## src/hw/rtl/yca_pkg.sv

```systemverilog
// Shared types and register codes for the YUV colour adjustment block.
`default_nettype none

package yca_pkg;

  localparam int CFG_IDX_W  = 3;
  localparam int CFG_DATA_W = 14;

  localparam logic [CFG_IDX_W-1:0] CFG_BRIGHTNESS = 3'd0;
  localparam logic [CFG_IDX_W-1:0] CFG_CONTRAST   = 3'd1;
  localparam logic [CFG_IDX_W-1:0] CFG_SATURATION = 3'd2;
  localparam logic [CFG_IDX_W-1:0] CFG_HUE_SINE   = 3'd3;
  localparam logic [CFG_IDX_W-1:0] CFG_HUE_COSINE = 3'd4;

  localparam logic CMD_LUMA   = 1'b0;
  localparam logic CMD_CHROMA = 1'b1;

  // Q12 unity for the hue cosine
  localparam logic signed [13:0] HUE_UNITY = 14'sd4096;
  // Q9 unity gain
  localparam logic signed [11:0] GAIN_UNITY = 12'sd512;

  typedef struct packed {
    logic       command;
    logic [7:0] luma_in;
    logic [7:0] cb_in;
    logic [7:0] cr_in;
  } yca_in_t;

  typedef struct packed {
    logic [7:0] luma_out;
    logic [7:0] cb_out;
    logic [7:0] cr_out;
  } yca_out_t;

  // Derived coefficients as the datapath uses them
  typedef struct packed {
    logic signed [11:0] c_gain;
    logic signed [10:0] b_off;
    logic signed [11:0] s_gain;
    logic signed [13:0] hue_sine;
    logic signed [13:0] hue_cosine;
    logic               luma_bypass;
    logic               chroma_bypass;
  } yca_cfg_t;

endpackage

`default_nettype wire

```

## src/hw/rtl/yca_cfg_regs.sv

```systemverilog
// Configuration registers and derivation of the luma and chroma gains, the luma offset and the bypass flags.
`default_nettype none

module yca_cfg_regs (
  input  wire logic                           clk,
  input  wire logic                           rst,
  input  wire logic                           cfg_we,
  input  wire logic [yca_pkg::CFG_IDX_W-1:0]  cfg_index,
  input  wire logic [yca_pkg::CFG_DATA_W-1:0] cfg_data,
  output yca_pkg::yca_cfg_t                   cfg
);
  import yca_pkg::*;

  logic signed [7:0]  brightness;
  logic signed [7:0]  contrast;
  logic signed [7:0]  saturation;
  logic signed [13:0] hue_sine;
  logic signed [13:0] hue_cosine;
  logic signed [11:0] c_gain;
  logic signed [10:0] b_off;
  logic signed [11:0] s_gain;

  // trunc(pct*512/100) + 512; pct*512/100 = pct*128/25, 1/25 by reciprocal 5243/2^17
  function automatic logic signed [11:0] gain_q9(input logic signed [7:0] pct);
    logic [7:0]         mag;
    logic [14:0]        n;
    logic [27:0]        prod;
    logic [10:0]        q;
    logic signed [11:0] qs;
    mag  = pct[7] ? 8'(-pct) : 8'(pct);
    n    = {mag, 7'b0};
    prod = 28'(n) * 28'd5243;
    q    = prod[27:17];
    qs   = signed'({1'b0, q});
    return (pct[7] ? -qs : qs) + GAIN_UNITY;
  endfunction

  // trunc(pct*255/100) = sign * floor(floor(|pct|*51/4)/5), 1/5 by 52429/2^18
  function automatic logic signed [10:0] offset_luma(input logic signed [7:0] pct);
    logic [7:0]         mag;
    logic [12:0]        n;
    logic [10:0]        m;
    logic [27:0]        prod;
    logic [9:0]         q;
    logic signed [10:0] qs;
    mag  = pct[7] ? 8'(-pct) : 8'(pct);
    n    = 13'(mag) * 13'd51;
    m    = n[12:2];
    prod = 28'(m) * 28'd52429;
    q    = prod[27:18];
    qs   = signed'({1'b0, q});
    return pct[7] ? -qs : qs;
  endfunction

  always_ff @(posedge clk) begin
    if (rst) begin
      brightness <= '0;
      contrast   <= '0;
      saturation <= '0;
      hue_sine   <= '0;
      hue_cosine <= HUE_UNITY;
      c_gain     <= GAIN_UNITY;
      b_off      <= '0;
      s_gain     <= GAIN_UNITY;
    end else if (cfg_we) begin
      case (cfg_index)
        CFG_BRIGHTNESS: begin
          brightness <= cfg_data[7:0];
          b_off      <= offset_luma(cfg_data[7:0]);
        end
        CFG_CONTRAST: begin
          contrast <= cfg_data[7:0];
          c_gain   <= gain_q9(cfg_data[7:0]);
        end
        CFG_SATURATION: begin
          saturation <= cfg_data[7:0];
          s_gain     <= gain_q9(cfg_data[7:0]);
        end
        CFG_HUE_SINE:   hue_sine   <= cfg_data;
        CFG_HUE_COSINE: hue_cosine <= cfg_data;
        default: ;
      endcase
    end
  end

  always_comb begin
    cfg.c_gain        = c_gain;
    cfg.b_off         = b_off;
    cfg.s_gain        = s_gain;
    cfg.hue_sine      = hue_sine;
    cfg.hue_cosine    = hue_cosine;
    cfg.luma_bypass   = (brightness == '0) && (contrast == '0);
    cfg.chroma_bypass = (saturation == '0) && (hue_sine == '0) &&
                        (hue_cosine == HUE_UNITY);
  end

endmodule

`default_nettype wire

```

## src/hw/rtl/yuv_color_adjust_core.sv

```systemverilog
// Top level: four-stage pipeline for luma contrast/brightness and chroma hue/saturation.
`default_nettype none

// Each transfer carries one luma sample (command 0) or one U/V pair (command 1)
// and yields one result from the output register; one item is taken every clock while
// the output side keeps taking results. Stage 1 forms the gain and rotation
// products, stage 2 sums and shifts them (and finishes luma), stage 3 applies
// the saturation gain, stage 4 re-centres, clamps and selects bypass into the
// output register. Each stage holds while the stage after it is full and
// stalled, so backpressure ripples back to in_ready. Unused result fields are
// zero. Registers may be written only while no item is in flight.
module yuv_color_adjust_core (
  input  wire logic                           clk,
  input  wire logic                           rst,
  input  wire logic                           cfg_we,
  input  wire logic [yca_pkg::CFG_IDX_W-1:0]  cfg_index,
  input  wire logic [yca_pkg::CFG_DATA_W-1:0] cfg_data,
  input  wire logic                           in_valid,
  output logic                                in_ready,
  input  wire yca_pkg::yca_in_t               in_data,
  output logic                                out_valid,
  input  wire logic                           out_ready,
  output yca_pkg::yca_out_t                   out_data
);
  import yca_pkg::*;

  yca_cfg_t cfg;

  yca_cfg_regs u_cfg (
    .clk       (clk),
    .rst       (rst),
    .cfg_we    (cfg_we),
    .cfg_index (cfg_index),
    .cfg_data  (cfg_data),
    .cfg       (cfg)
  );

  // stage valids and per-stage ready
  logic v1, v2, v3;
  logic ready1, ready2, ready3, ready4;

  assign ready4   = !out_valid || out_ready;
  assign ready3   = !v3 || ready4;
  assign ready2   = !v2 || ready3;
  assign ready1   = !v1 || ready2;
  assign in_ready = ready1;

  // stage 1: products
  yca_in_t            d1;
  logic signed [20:0] lprod1;
  logic signed [22:0] uc1, us1, vc1, vs1;

  logic signed [8:0]  y_ctr, u_ctr, v_ctr;
  logic signed [20:0] lprod;
  logic signed [22:0] uc, us, vc, vs;

  always_comb begin
    y_ctr = signed'({1'b0, in_data.luma_in}) - 9'sd16;
    u_ctr = signed'({1'b0, in_data.cb_in}) - 9'sd128;
    v_ctr = signed'({1'b0, in_data.cr_in}) - 9'sd128;
    lprod = 21'(cfg.c_gain) * 21'(y_ctr);
    uc    = 23'(u_ctr) * 23'(cfg.hue_cosine);
    us    = 23'(u_ctr) * 23'(cfg.hue_sine);
    vc    = 23'(v_ctr) * 23'(cfg.hue_cosine);
    vs    = 23'(v_ctr) * 23'(cfg.hue_sine);
  end

  always_ff @(posedge clk) begin
    if (rst) begin
      v1 <= 1'b0;
    end else if (ready1) begin
      v1 <= in_valid;
    end
  end

  always_ff @(posedge clk) begin
    if (ready1 && in_valid) begin
      d1     <= in_data;
      lprod1 <= lprod;
      uc1    <= uc;
      us1    <= us;
      vc1    <= vc;
      vs1    <= vs;
    end
  end

  // stage 2: rotation sums, luma finish
  yca_in_t            d2;
  logic signed [11:0] ur2, vr2;
  logic [7:0]         luma2;

  logic signed [23:0] ur_sum, vr_sum;
  logic signed [11:0] lsh;
  logic signed [12:0] lsum;
  logic [7:0]         luma_clip;

  always_comb begin
    ur_sum = 24'(uc1) + 24'(vs1);
    vr_sum = 24'(vc1) - 24'(us1);
    lsh    = lprod1[20:9];
    lsum   = 13'(lsh) + 13'(cfg.b_off) + 13'sd16;
    if (lsum < 13'sd0) begin
      luma_clip = 8'd0;
    end else if (lsum > 13'sd255) begin
      luma_clip = 8'd255;
    end else begin
      luma_clip = lsum[7:0];
    end
  end

  always_ff @(posedge clk) begin
    if (rst) begin
      v2 <= 1'b0;
    end else if (ready2) begin
      v2 <= v1;
    end
  end

  always_ff @(posedge clk) begin
    if (ready2 && v1) begin
      d2    <= d1;
      ur2   <= ur_sum[23:12];
      vr2   <= vr_sum[23:12];
      luma2 <= luma_clip;
    end
  end

  // stage 3: saturation gain
  yca_in_t            d3;
  logic signed [23:0] usat3, vsat3;
  logic [7:0]         luma3;

  always_ff @(posedge clk) begin
    if (rst) begin
      v3 <= 1'b0;
    end else if (ready3) begin
      v3 <= v2;
    end
  end

  always_ff @(posedge clk) begin
    if (ready3 && v2) begin
      d3    <= d2;
      usat3 <= 24'(ur2) * 24'(cfg.s_gain);
      vsat3 <= 24'(vr2) * 24'(cfg.s_gain);
      luma3 <= luma2;
    end
  end

  // stage 4: re-centre, clamp, bypass, output register
  function automatic logic [7:0] chroma_clip(input logic signed [23:0] p);
    logic signed [14:0] sh;
    logic signed [15:0] sum;
    sh  = p[23:9];
    sum = 16'(sh) + 16'sd128;
    if (sum < 16'sd16) begin
      return 8'd16;
    end else if (sum > 16'sd235) begin
      return 8'd235;
    end
    return sum[7:0];
  endfunction

  yca_out_t result;

  always_comb begin
    result = '0;
    if (d3.command == CMD_CHROMA) begin
      if (cfg.chroma_bypass) begin
        result.cb_out = d3.cb_in;
        result.cr_out = d3.cr_in;
      end else begin
        result.cb_out = chroma_clip(usat3);
        result.cr_out = chroma_clip(vsat3);
      end
    end else begin
      result.luma_out = cfg.luma_bypass ? d3.luma_in : luma3;
    end
  end

  always_ff @(posedge clk) begin
    if (rst) begin
      out_valid <= 1'b0;
    end else if (ready4) begin
      out_valid <= v3;
    end
  end

  always_ff @(posedge clk) begin
    if (ready4 && v3) begin
      out_data <= result;
    end
  end

  // a refused input means every stage is full and the output is stalled
  a_full_when_blocked: assert property (@(posedge clk) disable iff (rst)
    !in_ready |-> (v1 && v2 && v3 && out_valid && !out_ready))
    else $error("input blocked while the pipeline has a free stage");

  a_reset_empties: assert property (@(posedge clk)
    rst |=> (!v1 && !v2 && !v3 && !out_valid))
    else $error("pipeline not empty after reset");

  a_one_kind: assert property (@(posedge clk) disable iff (rst)
    out_valid |-> ((out_data.luma_out == 8'd0) ||
                   (out_data.cb_out == 8'd0 && out_data.cr_out == 8'd0)))
    else $error("result carries both luma and chroma");

  a_stall_holds_stage3: assert property (@(posedge clk) disable iff (rst)
    (v3 && !ready4) |=> (v3 && $stable(usat3) && $stable(luma3)))
    else $error("stage 3 changed during a stall");

endmodule

`default_nettype wire
```

## config.mk

```make
export PLATFORM = sky130hd
export DESIGN_NAME = yuv_color_adjust_core
export DESIGN_NICKNAME = d
export VERILOG_FILES = /design/src/hw/rtl/yca_pkg.sv /design/src/hw/rtl/yca_cfg_regs.sv /design/src/hw/rtl/yuv_color_adjust_core.sv
export SDC_FILE = /design/constraint.sdc
export NUM_CORES = 2
export LEC_CHECK = 0
export ABC_AREA = 1
export BUFFER_PORTS_ARGS = -buffer_cell sky130_fd_sc_hd__buf_2
export CELL_PAD_IN_SITES_DETAIL_PLACEMENT = 2
export CELL_PAD_IN_SITES_GLOBAL_PLACEMENT = 2
export CORE_AREA = 2 2 378 380
export CTS_CLUSTER_DIAMETER = 30
export DETAILED_ROUTE_END_ITERATION = 8
export DIE_AREA = 0 0 380 382
export MAX_ROUTING_LAYER = met4
export PLACE_DENSITY_LB_ADDON = 0.1
export SETUP_SLACK_MARGIN = 0.2
export SLEW_MARGIN = 10
export SYNTH_ARGS = -nofsm -noshare
export SYNTH_HDL_FRONTEND = slang
export SYNTH_SLANG_ARGS = --single-unit
```

## constraint.sdc

```tcl
create_clock -name clk -period 9.2 [get_ports clk]
set_input_delay 1.38 -clock clk [delete_from_list [all_inputs] [get_ports clk]]
set_output_delay 1.38 -clock clk [all_outputs]
set_load 0.1 [all_outputs]
```

==> out/results.env <==
GP_CONGESTION=0.8512
DETAILEDROUTE.FIRSTPASSITERATIONCOUNT=5
CLOCK_EDGE_TRANSITION_AT_THE_REGISTERS_ON_THE_REPORTED_SETUP_AND_HOLD_PATHS_NS=0.06
ROUTED-VIA-COUNT=41938
SYNTHFLOPTYPE='edfxtp_1'
CTS_BUFFER_DEPTH=3
HOLD_VIOLATIONS=0
DETAIL_ROUTE.WIRELENGTH_MM=188.2
YOSYS.AREA_SHARE.ADDER_PCT=44.81
CLK-INSERTION-DELAY-LATE_NS=0.76
PLACEDCELLCOUNT=8154
VIAS_PER_CELL=5.003
DRIVE_GT1_SHARE_PCT=9.305
CRITPATHMAXFANOUT=3
IO_BUFFER_COUNT=72
CLOCKROOTBUFFER='clkbuf_16'
MAIN_COMBINATIONAL_CELL_FAMILY_BY_AREA_AFTER_SYNTHESIS='adder cells'
ROUTED_WIRELENGTH_NORMALIZED_BY_INSTANCE_COUNT_UM=22.45
SETUP_VIOLATIONS=0
PLACEMENTROWS=138
TYPE_OF_THE_WORST_SETUP_PATH='input pin to flop'
GRT_MAX_DEGREE=64
CLOCK_BUFFERS_CREATED_BY_TRITONCTS=114
CLKSINKCOUNT=364
INITIAL_CORE_UTIL_PCT=37.83
SYNTHESIS.AREA_PER_INSTANCE_UM2=8.575
NUMBER_OF_ENABLE_FLIP_FLOP_CELLS_AFTER_SYNTHESIS=273
TIMING.HOLD.WORST.CLASS='flop to flop'
NETLIST_INSTANCES=6216
IO_PINS=73
PERIOD_NEEDED_NS=8.688
RR_WORST_DEPTH=18
INITIAL_ANTENNA_VIOLATION_COUNT=10
SYNTH_COMPOUND_GATE_AREA_SHARE_PCT=5.709
FINAL-MAX-SLEW-VIOLATION-COUNT=0
COREAREA_UM2=140900
SYNTH.YOSYS.WARNINGS=0
NUMBER_OF_GLOBAL_ROUTE_VIAS_BEFORE_REPAIR=49648
MAX_SLEW.WORST_PIN.SLEW_NS=1.126
CPMAXSTAGEDELAYCELL='fa_2'
DRTANTENNAVIOLNETS=0
MAX_CAP_CHECK_VIOLATION_COUNT=0
DRTITER0DRC=1533
WORST_EP_REQUIRED_TIME_NS=9.77
POSTSYNTHREGISTERBITS=364
SYN_TO_FINAL_GROWTH_PCT=14.75
DIE_AREA_UM2=145200
GRT_USAGE_PCT=27.17
LAYOUT.CORE_UTILIZATION_PCT=43.41
HPWL_REPORTED_AT_THE_END_OF_DETAILED_PLACEMENT_MM=149.5
FINAL_MIN_PERIOD_OVER_CLOCK_PERIOD_PCT=94.44
TIMING.CLOCK.SKEW_NS=0.07720
SYNTH.AREA.MUX_SHARE_PCT=0
SYNTH_CELL_TYPES=54
DIE_WIDTH_UM=380
DIE_HEIGHT_UM=382
SETUP.WORST_PATH.END_CLASS='flop'
REG2REG_SLACK_NS=2.89
LEAST_SETUP_SLACK_ACROSS_ALL_PATHS_AFTER_LAYOUT_NS=0.5119
DETAIL_ROUTE.DRC_VIOLATIONS=0
END_POINT_OF_THE_WORST_HOLD_PATH='d2[21]$_DFFE_PP_'
STARTPOINT_TYPE='input pin'
PLACEMENT.SETUP.WORST_SLACK_NS=-0.6985
MAX_CLOCK_FREQ_MHz=115.1
NNETSFINAL=7834
HOLD_PATH_STARTPOINT='d1[21]$_DFFE_PP_'
NETLIST_AREA_UM2=53300
GRT_PASS1_WL_MM=292.5
CTS_TREE='built'
ASYNC_RESET_FF_SHARE_PCT=0
GRT-OVFL-TOTAL=0
WORSTPATHARRIVAL_NS=9.25
RUN_STATUS='finished clean'
SYNTH_SEQUENTIAL_AREA_RATIO_PCT=18.80
CTSHTREEMAXLEVEL=3
WORST_PATH_LARGEST_CELL_DELAY_NS=0.58
MAX_SLEW_HEADROOM_AT_THE_WORST_PIN_PCT=24.83
FIN_CELLS=8383
SYNTHSIMPLEGATEAREAFRAC_PCT=14.74
WORST_R2R_ENDPOINT='vs1[21]$_DFFE_PP_'
CRITICAL_PATH.REG2REG.STARTPOINT='u_cfg.hue_sine[5]$_SDFFE_PP0P_'
WHS_PATH_DEPTH=0
RSZ0062_AT_GRT='false'
SYNTHXORXNORAREAFRAC_PCT=3.599
SYN_NETS=7660
## synthesized netlist by cell type (78+ instances only)
| cell | count | area share [%] |
|---|---|---|
| ha_1 | 544 | 13 |
| xnor2_1 | 78 | 1.3 |
| inv_1 | 1521 | 11 |
| xor2_1 | 141 | 2.3 |
| fa_1 | 853 | 32 |
| dfxtp_1 | 91 | 3.4 |
| clkbuf_1 | 168 | 1.2 |
| nand2_1 | 1394 | 9.8 |
| a21oi_1 | 296 | 2.8 |
| o21ai_0 | 172 | 1.6 |
| edfxtp_1 | 273 | 15 |
| nor2_1 | 253 | 1.8 |
| nand3_1 | 120 | 1.1 |
## critical path: cells and delay by family
family,cells,cell delay [ns]
AO/OA/AOI/OAI,2,0.29
XOR/XNOR,1,0.24
adder cells (fa/ha/maj),11,4.47
buffers and inverters,16,1.47
AND/OR/NAND/NOR,17,1.38
## cell type report
cell class | instances | area, um2
clock inverter | 89 | 1226
fill | 15651 | 79730
clock buffer | 128 | 2935
timing repair buffer | 265 | 1809
sequential | 364 | 10020
multi-input combinational | 4109 | 37030
tap | 1890 | 2365
antenna | 2 | 5.005
inverter | 1536 | 5769
## state kept, by name, summed over array words and instances, names as in the netlist, 23 cells and up
name      flops
d1           25
d2           25
d3           25
out_data     24
uc1          23
us1          23
vc1          23
vs1          23
## repair_timing
item | in CTS | in global routing
hold buffers | 0 | 0
pin swaps | 1 | 21
gates resized for setup | 5 | 58
setup endpoints to repair | 7 | 10
setup buffers | 0 | 10
## cell families (layout without fill, tap and decap cells)
| logic type | after synthesis | after routing |
|---|---|---|
| DFF | 364 | 364 |
| and+or+nand+nor | 1931 | 1931 |
| AOI/OAI and AO/OA | 562 | 562 |
| adders and majority gates | 1397 | 1397 |
| other | 0 | 2 |
| buffers and inverters | 1743 | 2018 |
| xor gates and xnor gates | 219 | 219 |
## layout by cell type, fill, tap and decap left out, types with 16 or more instances in the layout
| cell type | netlist | final |
|---|---|---|
| inv_1 | 1521 | 1514 |
| nand2_1 | 1394 | 1382 |
| fa_1 | 853 | 852 |
| ha_1 | 544 | 535 |
| a21oi_1 | 296 | 289 |
| edfxtp_1 | 273 | 273 |
| nor2_1 | 253 | 238 |
| buf_4 | 1 | 193 |
| o21ai_0 | 172 | 171 |
| xor2_1 | 141 | 139 |
| nand3_1 | 120 | 116 |
| clkbuf_16 | 0 | 114 |
| dfxtp_1 | 91 | 90 |
| xnor2_1 | 78 | 77 |
| buf_2 | 26 | 72 |
| nand4_1 | 39 | 39 |
| nand2_2 | 16 | 28 |
| nor3_1 | 29 | 26 |
| or2_2 | 24 | 24 |
| clkinvlp_4 | 0 | 21 |
| bufinv_16 | 0 | 20 |
| nor2_2 | 7 | 19 |
| clkinv_2 | 0 | 18 |
| inv_2 | 11 | 17 |
| o21bai_1 | 16 | 16 |
## stage by stage
stage               area [um2]  setup TNS [ns]  hold WS, ns
finish                   61160               0       0.3895
global route             61160               0       0.3962
CTS                      60810               0       0.3896
detailed placement       56610          -5.519       0.4056
global placement         56610          -1.729       0.4017
floorplan                53300               0       0.4003
## worst max-delay path by stage
stage	start	to	slack [ns]	cells after the start
final	cfg_data[0]	u_cfg.b_off[6]$_SDFFE_PP0P_	0.51	47
after detailed placement	cfg_data[0]	u_cfg.b_off[8]$_SDFFE_PP0P_	-0.70	48
after global routing	cfg_data[0]	u_cfg.b_off[8]$_SDFFE_PP0P_	0.14	51
after floorplan	cfg_data[1]	u_cfg.b_off[8]$_SDFFE_PP0P_	0.22	46
after global placement	cfg_data[0]	u_cfg.b_off[8]$_SDFFE_PP0P_	-0.35	47
after CTS	cfg_data[1]	u_cfg.b_off[8]$_SDFFE_PP0P_	0.20	49
## metal layers
layer  GRT usage, %  share of wire (%)  vias up  wire (um)
li1               -                  -    19146          -
met5              -                  0        -          0
met3          2.437                2.7      272       5047
met2          49.37                 53      568      98950
met1          31.28                 41    21952      77210
met4          9.472                3.7        0       6956
Power is not shown: default switching activity piles up to over one toggle a cycle in this logic, so the estimate is an artifact.
